$ cat config.mk
export PLATFORM = sky130hd
export DESIGN_NAME = wtd_ctrl
export DESIGN_NICKNAME = d
export VERILOG_FILES = /design/src/hdl/wtd_pkg.sv /design/src/hdl/wtd_ctrl.sv
export SDC_FILE = /design/constraint.sdc
export NUM_CORES = 1
export LEC_CHECK = 0
export BUFFER_PORTS_ARGS = -buffer_cell sky130_fd_sc_hd__clkbuf_2
export CORE_MARGIN = 1
export CORE_UTILIZATION = 50
export CTS_BUF_LIST = sky130_fd_sc_hd__clkbuf_4
export DETAILED_ROUTE_END_ITERATION = 6
export GPL_TIMING_DRIVEN = 0
export PLACE_DENSITY = 0.88
export SETUP_SLACK_MARGIN = 0.5
export SLEW_MARGIN = 20
export SYNTH_ARGS = -nofsm -noshare
export SYNTH_HDL_FRONTEND = slang
export SYNTH_SLANG_ARGS = --single-unit
$ cat constraint.sdc
create_clock -name clk_i -period 5 [get_ports clk_i]
set_input_delay 0.75 -clock clk_i [delete_from_list [all_inputs] [get_ports clk_i]]
set_output_delay 0.75 -clock clk_i [all_outputs]
set_load 0.03 [all_outputs]
$ cat src/hdl/wtd_pkg.sv
package wtd_pkg;

  localparam int TableDepth  = 8;
  localparam int SlotW       = $clog2(TableDepth);
  localparam int CordicSteps = 14;
  localparam int StepW       = $clog2(CordicSteps + 1);

  localparam logic [1:0] OP_POSE  = 2'd0;
  localparam logic [1:0] OP_WRITE = 2'd1;
  localparam logic [1:0] OP_START = 2'd2;
  localparam logic [1:0] OP_NONE  = 2'd3;

  localparam logic [2:0] MODE_IDLE   = 3'd0;
  localparam logic [2:0] MODE_SETTLE = 3'd1;
  localparam logic [2:0] MODE_TURN   = 3'd2;
  localparam logic [2:0] MODE_MOVE   = 3'd3;
  localparam logic [2:0] MODE_STOP   = 3'd4;

  localparam logic [1:0] END_NEXT     = 2'd0;
  localparam logic [1:0] END_TELEPORT = 2'd1;
  localparam logic [1:0] END_STOP     = 2'd2;

  // Result kinds, chosen by the controller and decoded by the datapath.
  localparam logic [1:0] K_ZERO  = 2'd0;
  localparam logic [1:0] K_TURN  = 2'd1;
  localparam logic [1:0] K_DRIVE = 2'd2;
  localparam logic [1:0] K_START = 2'd3;

  localparam logic signed [15:0] PiQ12    = 16'sd12868;
  localparam logic signed [15:0] TwoPiQ12 = 16'sd25736;
  localparam logic signed [39:0] HalfPiQ24 = 40'sd26353589;

  localparam int RegAddrW = 3;
  localparam logic [2:0] REG_START_X   = 3'd0;
  localparam logic [2:0] REG_START_Y   = 3'd1;
  localparam logic [2:0] REG_SETTLE    = 3'd2;
  localparam logic [2:0] REG_ARRIVE    = 3'd3;
  localparam logic [2:0] REG_HEAD_TOL  = 3'd4;
  localparam logic [2:0] REG_TURN_RATE = 3'd5;
  localparam logic [2:0] REG_CRUISE    = 3'd6;
  localparam logic [2:0] REG_GAIN      = 3'd7;

  function automatic logic signed [39:0] atan_q24(input logic [4:0] i);
    case (i)
      5'd0:  atan_q24 = 40'sd13176795;
      5'd1:  atan_q24 = 40'sd7778716;
      5'd2:  atan_q24 = 40'sd4110060;
      5'd3:  atan_q24 = 40'sd2086331;
      5'd4:  atan_q24 = 40'sd1047214;
      5'd5:  atan_q24 = 40'sd524117;
      5'd6:  atan_q24 = 40'sd262123;
      5'd7:  atan_q24 = 40'sd131069;
      5'd8:  atan_q24 = 40'sd65536;
      5'd9:  atan_q24 = 40'sd32768;
      5'd10: atan_q24 = 40'sd16384;
      5'd11: atan_q24 = 40'sd8192;
      5'd12: atan_q24 = 40'sd4096;
      5'd13: atan_q24 = 40'sd2048;
      5'd14: atan_q24 = 40'sd1024;
      5'd15: atan_q24 = 40'sd512;
      5'd16: atan_q24 = 40'sd256;
      5'd17: atan_q24 = 40'sd128;
      5'd18: atan_q24 = 40'sd64;
      5'd19: atan_q24 = 40'sd32;
      default: atan_q24 = 40'sd0;
    endcase
  endfunction

  // Controller to datapath commands.
  typedef struct packed {
    logic load;      // capture pose fields
    logic sq_settle; // square start-point differences
    logic sq_target; // square target differences
    logic cordic_init;
    logic cordic_step;
    logic err_calc;  // form wrapped heading error
    logic mul_gain;  // error times gain
  } wtd_cmd_t;

  // Datapath status back to controller.
  typedef struct packed {
    logic settled;     // within settle tolerance
    logic arrived;     // within arrive tolerance
    logic cordic_done;
    logic turn_done;   // |err| within heading tolerance
  } wtd_sts_t;

endpackage

$ cat src/hdl/wtd_ctrl.sv
module wtd_ctrl (
  input  logic                   clk_i,
  input  logic                   rst_ni,
  input  logic                   in_valid_i,
  output logic                   in_ready_o,
  input  logic [1:0]             op_i,
  input  logic [2:0]             entry_index_i,
  input  logic [1:0]             end_mark_i,
  output logic                   out_valid_o,
  input  logic                   out_ready_i,
  output wtd_pkg::wtd_cmd_t      cmd_o,
  input  wtd_pkg::wtd_sts_t      sts_i,
  output logic                   tbl_we_o,
  output logic [wtd_pkg::SlotW-1:0] slot_o,
  output logic [2:0]             mode_o,
  output logic                   res_set_o,
  output logic [1:0]             res_kind_o
);
  import wtd_pkg::*;

  localparam logic [2:0] S_IDLE   = 3'd0;
  localparam logic [2:0] S_SQ     = 3'd1;
  localparam logic [2:0] S_CHECK  = 3'd2;
  localparam logic [2:0] S_CORDIC = 3'd3;
  localparam logic [2:0] S_ERR    = 3'd4;
  localparam logic [2:0] S_MUL    = 3'd5;
  localparam logic [2:0] S_DECIDE = 3'd6;

  logic [2:0] state_q, state_d;
  logic [2:0] mode_q, mode_d;
  logic [SlotW-1:0] slot_q, slot_d;
  logic out_valid_q, out_valid_d;
  logic accept;

  assign in_ready_o  = (state_q == S_IDLE) && !out_valid_q;
  assign accept      = in_valid_i && in_ready_o;
  assign out_valid_o = out_valid_q;
  assign mode_o      = mode_q;
  assign slot_o      = slot_q;
  assign tbl_we_o    = accept && (op_i == OP_WRITE) &&
                       ({1'b0, entry_index_i} < 4'(TableDepth));

  always_comb begin
    state_d = state_q;
    mode_d = mode_q;
    slot_d = slot_q;
    out_valid_d = out_valid_q && !out_ready_i;
    cmd_o = '0;
    res_set_o = 1'b0;
    res_kind_o = K_ZERO;
    case (state_q)
      S_IDLE: begin
        if (accept) begin
          cmd_o.load = 1'b1;
          if (op_i == OP_START) begin
            slot_d = '0;
            mode_d = MODE_SETTLE;
            res_set_o = 1'b1;
            res_kind_o = K_START;
            out_valid_d = 1'b1;
          end else if (op_i == OP_POSE && (mode_q == MODE_SETTLE ||
                       mode_q == MODE_TURN || mode_q == MODE_MOVE)) begin
            state_d = S_SQ;
          end
        end
      end
      S_SQ: begin
        cmd_o.sq_settle = (mode_q == MODE_SETTLE);
        cmd_o.sq_target = (mode_q != MODE_SETTLE);
        state_d = S_CHECK;
      end
      S_CHECK: begin
        if (mode_q == MODE_SETTLE) begin
          if (sts_i.settled) begin
            mode_d = MODE_TURN;
            state_d = S_SQ;
          end else begin
            state_d = S_IDLE;
          end
        end else begin
          cmd_o.cordic_init = 1'b1;
          state_d = S_CORDIC;
        end
      end
      S_CORDIC: begin
        if (sts_i.cordic_done) state_d = S_ERR;
        else cmd_o.cordic_step = 1'b1;
      end
      S_ERR: begin
        cmd_o.err_calc = 1'b1;
        state_d = S_MUL;
      end
      S_MUL: begin
        cmd_o.mul_gain = 1'b1;
        state_d = S_DECIDE;
      end
      S_DECIDE: begin
        res_set_o = 1'b1;
        out_valid_d = 1'b1;
        state_d = S_IDLE;
        if (mode_q == MODE_TURN) begin
          if (sts_i.turn_done) begin
            mode_d = MODE_MOVE;
            res_kind_o = K_ZERO;
          end else begin
            res_kind_o = K_TURN;
          end
        end else if (!sts_i.arrived) begin
          res_kind_o = K_DRIVE;
        end else begin
          res_kind_o = K_ZERO;
          if (end_mark_i == END_NEXT || end_mark_i == END_TELEPORT) begin
            slot_d = (32'(slot_q) + 1 >= TableDepth) ? '0 : slot_q + 1'b1;
            mode_d = (end_mark_i == END_NEXT) ? MODE_TURN : MODE_SETTLE;
          end else begin
            mode_d = MODE_STOP;
          end
        end
      end
      default: state_d = S_IDLE;
    endcase
  end

  always_ff @(posedge clk_i or negedge rst_ni) begin
    if (!rst_ni) begin
      state_q <= S_IDLE;
      mode_q <= MODE_IDLE;
      slot_q <= '0;
      out_valid_q <= 1'b0;
    end else begin
      state_q <= state_d;
      mode_q <= mode_d;
      slot_q <= slot_d;
      out_valid_q <= out_valid_d;
    end
  end
endmodule

==> results of run 1 <==
==> cell type report <==
| class | count | area (um2) | area share, % |
|---|---|---|---|
| Clock buffer | 3 | 22.5 | 2.39 |
| Multi-Input combinational cell | 68 | 463 | 49.1 |
| Tap cell | 15 | 18.8 | 1.99 |
| Inverter | 6 | 22.5 | 2.39 |
| Buffer | 4 | 16.3 | 1.72 |
| Sequential cell | 10 | 250 | 26.5 |
| Timing Repair Buffer | 30 | 150 | 15.9 |
==> Yosys cell counts (3+ instances only) <==
library cell,count,area share (%)
dfrtp_1,10,33
nand2_1,8,4.0
nor2_1,7,3.5
inv_1,6,3.0
nor3_1,6,4.0
nand3_1,5,3.3
o21ai_0,5,3.3
nand2b_1,4,3.3
a21oi_1,3,2.0
and3b_1,3,3.5
clkbuf_1,3,1.5
mux2i_1,3,4.0
==> state kept, by name, summed over array words and instances, names as in the netlist <==
| name | count |
|---|---|
| state_q | 3 |
| out_valid_o | 1 |
| mode_o | 3 |
| slot_o | 3 |
==> worst paths after layout <==
path                       cells after the start                   start                     end
min in group clk_i                             1   slot_o[2]$_DFFE_PN0P_   slot_o[2]$_DFFE_PN0P_
setup reg to reg                               4   mode_o[1]$_DFFE_PN0P_   mode_o[1]$_DFFE_PN0P_
hold / removal                                 1                  rst_ni  state_q[1]$_DFFE_PN0P_
hold reg to reg                                1   slot_o[2]$_DFFE_PN0P_   slot_o[2]$_DFFE_PN0P_
max in group asynchronous                      1                  rst_ni   slot_o[0]$_DFFE_PN0P_
setup / recovery                               6  state_q[2]$_DFFE_PN0P_           res_kind_o[1]
==> through the flow <==
stage                     utilization, %  hold WS, ns  cells  setup WS, ns  power, mW
final                               69.9        0.336    136          2.40      0.517
after global routing                69.9        0.347    136          2.23      0.555
after CTS                           69.9        0.349    136          2.42      0.515
after detailed placement            68.2        0.530    133          2.50      0.460
after global placement              68.2        0.520    133          2.50      0.451
after floorplan                        -        0.454     88          2.37      0.377
==> power by group <==
group / leakage (nW) / switching [mW] / internal (mW) / total, mW
Sequential: 0.131 / 0.0311 / 0.105 / 0.136
Combinational: 0.318 / 0.217 / 0.107 / 0.324
Clock: 0.0138 / 0.0287 / 0.0278 / 0.0566
Total: 0.463 / 0.276 / 0.240 / 0.517
==> cell families after synthesis <==
kind of cell	count (synthesis)
AND/OR/NAND/NOR	43
AO/OA/AOI/OAI	20
buffers and inverters	10
flip-flops	10
multiplexers	4
adder cells (fa/ha/maj)	1
==> per-layer routing <==
layer / track usage [%] / vias up / wire length, um / part of all wire, %
li1: - / 394 / - / -
met1: 35.3 / 343 / 853 / 46
met2: 39.5 / 37 / 862 / 47
met3: 3.26 / 5 / 104 / 5.6
met4: 10.0 / 0 / 25 / 1.4
met5: 0 / - / 0 / 0
==> impl_metrics.yaml, run 1 <==
global_route:
  grt_use_total_pct: 25.4
  grt_pass1_wl_um: 2710
  antenna_found_initial: 0
  grt_pass1_vias: 610
  grt_max_degree: 11
  overflow: 0
synthesis:
  syn_area_per_cell_um2: 8.55
  post_synth_inst_count: 88
  synth_mux_area_share_pct: 5.99
  yosysSeqAreaShare_pct: 33.3
  synth_compound_area_share_pct: 22.3
  ys_types: 33
  yosys_warnings: 0
  synth-edff-count: 0
  synthAdderAreaFrac_pct: 1.66
  syn_area_um2: 752
  synthSimpleGateAreaFrac_pct: 31.6
  ys_seq_elements: 10
  synth_top_family_by_area: "simple AND/OR/NAND/NOR gates"
  syn_nets: 104
  ys_async_sr_fraction_pct: 100
  ys.flop_type: "dfrtp_1"
  synth-xor-area-share_pct: 0
status:
  outcome: "completed"
worst_setup_path:
  crit_family: "simple AND/OR/NAND/NOR gates"
  critPathMaxFanout: 10
  r2r_setup_slack_ns: 3.10
  path_buf_inv: 2
  cp-start-kind: "flop"
  critPathArrivalTime_ns: 1.85
  critPathSlowestCell: "dfrtp_1"
  max_stage_delay_ns: 0.40
  crit_required_ns: 4.25
  cp-end-kind: "output port"
  crit_chain: "clkbuf_1 > nor3_1 > and2_1 > nand2_1 > o31ai_1 > clkbuf_2"
  path_class: "reg -> out"
placement:
  dpl.hpwl_um: 1460
  routabilityCongestion: 0.713
  place_area_um2: 921
  port_buffers: 30
layout:
  drive_gt1_share_pct: 31.4
  fin_nets: 139
  n_fill_cell: 115
  area_delta_synth_final_pct: 25.5
  layout_commonest_cell: "clkbuf_2"
  layout_common_cells: "clkbuf_2 (30), dfrtp_1 (10), nand2_1 (8)"
  diodes: 0
  stdcell_area_um2: 943
die:
  rows: 13
  core_region_area_um2: 1350
  fp.dieH_um: 40.8
  die_area_um2: 1660
  die_w_um: 40.8
  initial_utilization_pct: 55.7
  ios: 34
cts:
  clk_path_buf_depth: 2
  path_clk_slew_ns: 0.07
  htreeDepth: 1
  cts_root_buf: "clkbuf_4"
  cts_resized: 0
  clk_latency_ns: 0.27
  clock-sinks: 10
  post-cts-setup-buffers: 0
  ctsHoldBuffers: 0
  cts_buffers: 3
  cts_tree: "done"
sta:
  skew_ns: 0.00834
  finalMaxSlewViolations: 0
  setup_viol: 0
  setup_tns_ns: 0
  max_slew.worst_pin.slew_ns: 0.406
  rsz0062_at_grt: "no"
  max_freq_ghz: 0.384
  hold_viol: 0
  slew_headroom_pct: 72.9
  fin_crit_sh_pct: 52.0
  finalWorstPathRequiredPeriod_ns: 2.60
detailed_routing:
  dr.first_iter.drc_count: 16
  totalWireLength_um: 1850
  drc: 0
  drt.antenna.violating_nets: 0
  wire_per_inst_um: 13.6
  vias: 779
  viasPerCell: 5.73
  firstDrtPassIters: 4
run:
  cap_violations: 0
power:
  leakage_nw: 0.463
  irDropWorstVdd_mv: 0.369
  pwr_density_cell_nw_per_um2: 548
hold_path:
  hold_class: "in -> async"
No activity file was read; power rests on OpenSTA's default activity.
==> inputs of run 2 (changes only) <==
--- a/config.mk
+++ b/config.mk
@@ -7,11 +7,11 @@
 export LEC_CHECK = 0
 export BUFFER_PORTS_ARGS = -buffer_cell sky130_fd_sc_hd__clkbuf_2
 export CORE_MARGIN = 1
-export CORE_UTILIZATION = 50
+export CORE_UTILIZATION = 48
 export CTS_BUF_LIST = sky130_fd_sc_hd__clkbuf_4
 export DETAILED_ROUTE_END_ITERATION = 6
 export GPL_TIMING_DRIVEN = 0
-export PLACE_DENSITY = 0.88
+export PLACE_DENSITY = 0.85
 export SETUP_SLACK_MARGIN = 0.5
 export SLEW_MARGIN = 20
 export SYNTH_ARGS = -nofsm -noshare
==> constraint.sdc (replaced) <==
create_clock -name clk_i -period 2.5 [get_ports clk_i]
set_input_delay 0.375 -clock clk_i [delete_from_list [all_inputs] [get_ports clk_i]]
set_output_delay 0.375 -clock clk_i [all_outputs]
set_load 0.03 [all_outputs]
==> run 2 against run 1 <==
Against the previous run: largest cell class unchanged; clock power up 98%; combinational power rose to 2.8 times the previous value; routed wire length up 47%; clock skew down 0.0076 ns; total power rose to 2.5 times the previous value; count of clock-buffer cells in the layout unchanged; highest routed layer unchanged; non-clock buffer count up 15.
==> impl_metrics.yaml, run 2 (synthesized netlist as in run 1, its figures left out) <==
power:
  pwr_density_cell_nw_per_um2: 1120
  p_int_mw: 0.633
  seq_power_share_pct: 21.0
  p_comb_share_pct: 70.3
  p_sw_share_pct: 51.1
  leakage_nw: 0.568
  netSwitchingPower_mw: 0.662
  finalPower_mw: 1.30
  p_clk_share_pct: 8.7
  irDropWorstVdd_mv: 0.800
layout:
  area_delta_synth_final_pct: 54.4
  drive_gt1_share_pct: 50.7
  layout_commonest_cell: "clkbuf_2"
  n_fill_cell: 89
  layout_common_cells: "clkbuf_2 (24), buf_4 (18), nand2_1 (7)"
  diodes: 0
  utilization_pct: 84.0
  fin_nets: 154
worst_setup_path:
  crit_chain: "or3b_4 > buf_6 > o31ai_2 > buf_4"
  critPathSlowestCell: "dfrtp_2"
  r2r_start: "state_q[1]$_DFFE_PN0P_"
  r2r_setup_slack_ns: 0.51
  critPathMaxFanout: 4
  path_class: "reg -> out"
  r2r_cells: 6
  endpoint: "res_kind_o[0]"
  max_stage_delay_ns: 0.43
  cp-end-kind: "output port"
  crit_required_ns: 2.12
  critPathArrivalTime_ns: 1.68
  rr_endpoint: "mode_o[1]$_DFFE_PN0P_"
  cp-start-kind: "flop"
  startpoint: "mode_o[2]$_DFFE_PN0P_"
detailed_routing:
  wl_met3_um: 226
  firstDrtPassIters: 4
  wire_per_inst_um: 18.0
  viasPerCell: 6.32
  dr_wl_met2_um: 1310
  dr.first_iter.drc_count: 66
  met1_length_um: 1060
  drt.antenna.violating_nets: 0
  maxUsedRoutingLayer: "met4"
  drc: 0
  vias: 955
  totalWireLength_um: 2720
sta:
  max_slew.worst_pin.slew_ns: 0.443
  setup_tns_ns: 0
  finalMaxSlewViolations: 0
  slew_headroom_pct: 70.4
  skew_ns: 0.000754
  max_freq_ghz: 0.486
  fin_crit_sh_pct: 82.3
  hold_viol: 0
  rsz0062_at_grt: "yes"
  setup_viol: 0
  finalWorstPathRequiredPeriod_ns: 2.06
  hold_ws_ns: 0.383
die:
  rows: 13
  die_w_um: 41.6
  ios: 34
  core_region_area_um2: 1380
  initial_utilization_pct: 54.4
  fp.dieH_um: 41.6
  die_area_um2: 1730
cts:
  clk_path_buf_depth: 2
  cts_buffers: 3
  path_clk_slew_ns: 0.07
  clk_latency_ns: 0.26
  cts_tree: "done"
  cts_root_buf: "clkbuf_4"
  htreeDepth: 1
  clock-sinks: 10
global_route:
  grt_use_total_pct: 27.2
  grt_pass1_wl_um: 3730
  grt_max_degree: 11
  overflow: 0
  grt_pass1_vias: 831
  antenna_found_initial: 0
run:
  cap_violations: 0
placement:
  dpl.hpwl_um: 1500
  port_buffers: 30
  routabilityCongestion: 0.791
status:
  outcome: "completed"
hold_path:
  hold_class: "in -> reg"
==> run 2: changes by cell type in the layout (fill, tap and decap cells not counted), moves of 2 or more <==
| cell | previous run | this run |
|---|---|---|
| clkbuf_4 | 3 | 5 |
| buf_4 | 0 | 18 |
| nor3_1 | 6 | 3 |
| dfrtp_1 | 10 | 6 |
| dfrtp_2 | 0 | 4 |
| buf_6 | 0 | 2 |
| clkbuf_1 | 3 | 0 |
| nor3_4 | 0 | 2 |
| clkbuf_2 | 30 | 24 |
==> run 2: layout make-up <==
| class | instances | area [um2] | share of cell area, % |
|---|---|---|---|
| buffer | 4 | 37.5 | 3.23 |
| clock buffer | 3 | 22.5 | 1.94 |
| inverter | 6 | 22.5 | 1.94 |
| multi-input combinational | 68 | 520 | 44.8 |
| sequential | 10 | 255 | 22.0 |
| tap | 15 | 18.8 | 1.62 |
| timing repair buffer | 45 | 284 | 24.5 |
==> run 2: routing by layer <==
| layer | up-vias | track usage (%) |
|---|---|---|
| met5 | - | 0 |
| met4 | 0 | 5.81 |
| met3 | 21 | 3.04 |
| met2 | 66 | 49.4 |
| met1 | 449 | 34.3 |
| li1 | 419 | - |
==> run 2: worst min-delay path by stage <==
stage	start	slack, ns	end	cells after the start
2_1_floorplan	rst_ni	0.08	mode_o[0]$_DFFE_PN0P_	0
3_3_place_gp	rst_ni	0.26	state_q[1]$_DFFE_PN0P_	1
3_5_place_dp	rst_ni	0.26	state_q[1]$_DFFE_PN0P_	1
4_1_cts	sts_i[1]	0.38	state_q[2]$_DFFE_PN0P_	3
5_1_grt	sts_i[3]	0.41	state_q[0]$_DFFE_PN0P_	3
6_report	sts_i[1]	0.38	state_q[2]$_DFFE_PN0P_	3
==> run 2: worst max-delay path, delay by kind of cell (launching register included) <==
kind	cells	cell delay (ns)
flops	1	0.43
simple gates	1	0.40
buf+inv	2	0.34
compound gates	1	0.25
==> run 2: what timing repair did <==
action / in CTS / in global routing
endpoints found under the setup margin: 8 / 9
resized for setup: 20 / 18
pin swaps: 3 / 4
hold endpoints to repair: 10 / 0
setup buffers: 4 / 10
hold buffers: 1 / 0
==> run 2: metrics by stage <==
step	setup slack [ns]	area [um2]	instances
after floorplan	0.490	762	88
after global placement	0.588	931	133
after global routing	0.430	1160	151
after detailed placement	0.570	931	133
final	0.443	1160	151
after CTS	0.451	1050	141
==> run 2: power groups by stage <==
stage | Sequential (mW) | Clock, mW | Combinational [mW]
6_report | 0.273 | 0.112 | 0.910
4_1_cts | 0.275 | 0.112 | 0.747
2_1_floorplan | 0.316 | 0 | 0.444
3_5_place_dp | 0.277 | 0 | 0.653
3_3_place_gp | 0.273 | 0 | 0.642
5_1_grt | 0.278 | 0.121 | 0.957
==> inputs of run 3 (changes only) <==
--- a/config.mk
+++ b/config.mk
@@ -7,11 +7,11 @@
 export LEC_CHECK = 0
 export BUFFER_PORTS_ARGS = -buffer_cell sky130_fd_sc_hd__clkbuf_2
 export CORE_MARGIN = 1
-export CORE_UTILIZATION = 48
+export CORE_UTILIZATION = 43
 export CTS_BUF_LIST = sky130_fd_sc_hd__clkbuf_4
 export DETAILED_ROUTE_END_ITERATION = 6
 export GPL_TIMING_DRIVEN = 0
-export PLACE_DENSITY = 0.85
+export PLACE_DENSITY = 0.81
 export SETUP_SLACK_MARGIN = 0.5
 export SLEW_MARGIN = 20
 export SYNTH_ARGS = -nofsm -noshare
==> constraint.sdc (replaced) <==
create_clock -name clk_i -period 1.7 [get_ports clk_i]
set_input_delay 0.255 -clock clk_i [delete_from_list [all_inputs] [get_ports clk_i]]
set_output_delay 0.255 -clock clk_i [all_outputs]
set_load 0.03 [all_outputs]
==> run 3 against run 2 <==
Against the previous run: synthesized cell count did not move; the run now fails in clock tree synthesis; synthesized area did not move.
==> impl_metrics.yaml, run 3 <==
synthesis:
  ys.flop_type: "dfrtp_1"
  yosys_warnings: 0
  yosys.area.top_type: "dfrtp_1"
  ys_seq_elements: 10
  synth-edff-count: 0
  synth_most_common_cell: "dfrtp_1"
  post_synth_inst_count: 88
  ys_async_sr_fraction_pct: 100
  ys_types: 33
  syn_area_per_cell_um2: 8.55
  yosysSeqAreaShare_pct: 33.3
  synth_top_area_share_pct: 33.3
  syn_nets: 104
  yosys-top-cells-area: "dfrtp_1 (33%), mux2i_1 (4.0%), nor3_1 (4.0%)"
  synth_commonest_cells: "dfrtp_1 (10), nand2_1 (8), nor2_1 (7)"
  syn_area_um2: 752
die:
  rows: 14
  initial_utilization_pct: 47.7
  die_w_um: 43.8
  fp.dieH_um: 43.8
  ios: 34
placement:
  dpl.hpwl_um: 1640
  port_buffers: 30
  place_area_um2: 1100
  place_ws_ns: -0.186
  routabilityCongestion: 0.738
cts:
  clock-sinks: 10
  clk_path_buf_depth: 2
  cts_resized: 61
  cts_root_buf: "clkbuf_4"
  htreeDepth: 1
  cts_buffers: 3
  post-cts-setup-buffers: 32
  ctsHoldBuffers: 1
status:
  haltStage: "clock tree synthesis"
  error: "[ERROR DPL-0038] Utilization greater than 100%, impossible to legalize"
  outcome: "aborted with a tool error"
run 3: logic make-up after synthesis:
group           synth area share, %
simple gates                   31.6
compound gates                 22.3
buf+inv                        5.16
flops                          33.3
mux                            5.99
fa+ha+maj                      1.66
run 3: per-stage QoR:
stage | hold WS [ns] | TNS, ns | instances
floorplan | -0.0406 | -0.0711 | 88
global placement | 0.141 | -0.140 | 134
detailed placement | 0.144 | -0.354 | 134
==> inputs of run 4 (changes only) <==
--- a/config.mk
+++ b/config.mk
@@ -6,13 +6,11 @@
 export NUM_CORES = 1
 export LEC_CHECK = 0
 export BUFFER_PORTS_ARGS = -buffer_cell sky130_fd_sc_hd__clkbuf_2
-export CORE_MARGIN = 1
-export CORE_UTILIZATION = 43
-export CTS_BUF_LIST = sky130_fd_sc_hd__clkbuf_4
+export CORE_AREA = 2 2 63 65
 export DETAILED_ROUTE_END_ITERATION = 6
+export DIE_AREA = 0 0 65 67
 export GPL_TIMING_DRIVEN = 0
-export PLACE_DENSITY = 0.81
-export SETUP_SLACK_MARGIN = 0.5
+export PLACE_DENSITY_LB_ADDON = 0.15
 export SLEW_MARGIN = 20
 export SYNTH_ARGS = -nofsm -noshare
 export SYNTH_HDL_FRONTEND = slang
==> constraint.sdc (replaced) <==
create_clock -name clk_i -period 2.2 [get_ports clk_i]
set_input_delay 0.33 -clock clk_i [delete_from_list [all_inputs] [get_ports clk_i]]
set_output_delay 0.33 -clock clk_i [all_outputs]
set_load 0.03 [all_outputs]
==> run 4 against run 3 <==
Against the previous run: the run now ends clean.
==> impl_metrics.yaml, run 4 (synthesized netlist as in run 1, its figures left out) <==
global_route:
  grt_pass1_wl_um: 3750
  grt_max_degree: 11
  antenna_found_initial: 0
  grt_pass1_vias: 741
  grt_use_total_pct: 11.6
  overflow: 0
detailed_routing:
  vias: 779
  drc: 0
  firstDrtPassIters: 4
  viasPerCell: 4.56
  totalWireLength_um: 2330
  dr.first_iter.drc_count: 90
  drt.antenna.violating_nets: 0
  wire_per_inst_um: 13.6
placement:
  port_buffers: 30
  dp.cells: 166
  routabilityCongestion: 0.771
  place_area_um2: 967
  dpl.hpwl_um: 1750
sta:
  slew_headroom_pct: 70.7
  hold_ws_ns: 0.355
  max_freq_ghz: 0.480
  skew_ns: 0.00276
  max_slew.worst_pin.slew_ns: 0.439
  setup_viol: 0
  fin_crit_sh_pct: 94.8
  setup_tns_ns: 0
  hold_viol: 0
  rsz0062_at_grt: "yes"
  finalWorstPathRequiredPeriod_ns: 2.08
  finalMaxSlewViolations: 0
worst_setup_path:
  path_class: "reg -> out"
  rr_endpoint: "mode_o[1]$_DFFE_PN0P_"
  cp-start-kind: "flop"
  crit_required_ns: 1.87
  critPathMaxFanout: 10
  r2r_cells: 4
  critPathArrivalTime_ns: 1.75
  r2r_start: "mode_o[2]$_DFFE_PN0P_"
  r2r_setup_slack_ns: 0.26
  cp-end-kind: "output port"
layout:
  diodes: 0
  utilization_pct: 29.0
  layout_commonest_cell: "clkbuf_2"
  layout_common_cells: "clkbuf_2 (30), dfrtp_1 (10), nand2_1 (7), nor2_1 (7), inv_1 (6)"
  area_delta_synth_final_pct: 39.3
  final_cells: 171
  fin_nets: 140
  stdcell_area_um2: 1050
  drive_gt1_share_pct: 35.8
power:
  netSwitchingPower_mw: 0.670
  leakage_nw: 0.492
  p_clk_share_pct: 18.7
  irDropWorstVdd_mv: 0.236
  p_comb_share_pct: 56.1
  pwr_density_cell_nw_per_um2: 1260
  seq_power_share_pct: 25.2
  p_int_mw: 0.652
  p_sw_share_pct: 50.7
hold_path:
  min_from: "sts_i[1]"
  hold_class: "in -> reg"
  hold-path-cell-count: 3
  hold-path-endpoint: "state_q[2]$_DFFE_PN0P_"
cts:
  cts_tree: "done"
  cts_root_buf: "clkbuf_8"
  clk_latency_ns: 0.25
  htreeDepth: 1
  path_clk_slew_ns: 0.06
  cts_buffers: 3
  clock-sinks: 10
  clk_path_buf_depth: 2
die:
  die_w_um: 65
  fp.dieH_um: 67
  die_area_um2: 4360
  ios: 34
  core_region_area_um2: 3610
  initial_utilization_pct: 20.9
  rows: 22
status:
  outcome: "completed"
run:
  cap_violations: 0
run 4: final cells by class:
type                            instances  area, um2
Timing Repair Buffer                   32        170
Clock buffer                            4       55.1
Tap cell                               48       60.1
Fill cell                             403       2560
Inverter                                6       22.5
Sequential cell                        10        250
Multi-Input combinational cell         68        475
Buffer                                  3       13.8
run 4: through the flow:
stage | setup WS [ns] | total power, mW
2_1_floorplan | 0.211 | 0.858
3_3_place_gp | 0.215 | 1.06
3_5_place_dp | 0.221 | 1.07
4_1_cts | 0.00506 | 1.32
5_1_grt | -0.00311 | 1.41
6_report | 0.115 | 1.32
run 4: timing repair:
item | 4_1_cts | 5_1_grt
pin swaps | 1 | 0
hold buffers | 1 | 0
gates resized for setup | 1 | 4
buffers inserted | 1 | 0
endpoints found under the hold margin | 10 | 0
endpoints found under the setup margin | 1 | 4
run 4: layer usage:
| metal | vias up | GRT usage (%) | wire (um) |
|---|---|---|---|
| met5 | - | 0 | 0 |
| met4 | 0 | 7.18 | 52 |
| met3 | 5 | 2.70 | 110 |
| met2 | 22 | 17.4 | 1090 |
| met1 | 361 | 14.9 | 1080 |
| li1 | 391 | - | - |
run 4: power groups by stage:
| stage | Combinational [mW] | Clock [mW] | Sequential (mW) |
|---|---|---|---|
| floorplan | 0.498 | 0 | 0.360 |
| global placement | 0.748 | 0 | 0.316 |
| detailed placement | 0.750 | 0 | 0.317 |
| CTS | 0.760 | 0.249 | 0.315 |
| global route | 0.806 | 0.259 | 0.348 |
| finish | 0.742 | 0.247 | 0.334 |
run 4: worst max-delay path by stage:
stage                                 from                     to  slack (ns)
finish              state_q[0]$_DFFE_PN0P_               cmd_o[3]        0.12
global route        state_q[0]$_DFFE_PN0P_               cmd_o[3]      -0.003
CTS                 state_q[2]$_DFFE_PN0P_          res_kind_o[1]       0.005
detailed placement  state_q[1]$_DFFE_PN0P_  mode_o[1]$_DFFE_PN0P_        0.22
floorplan            mode_o[0]$_DFFE_PN0P_               cmd_o[5]        0.21
global placement    state_q[1]$_DFFE_PN0P_  mode_o[1]$_DFFE_PN0P_        0.22
run 4: worst max-delay path, cell delays in order (launching register included):
cell	delay [ns]
dfrtp_1	0.46
clkbuf_1	0.25
nand2b_1	0.25
nor3_1	0.29
clkbuf_2	0.26
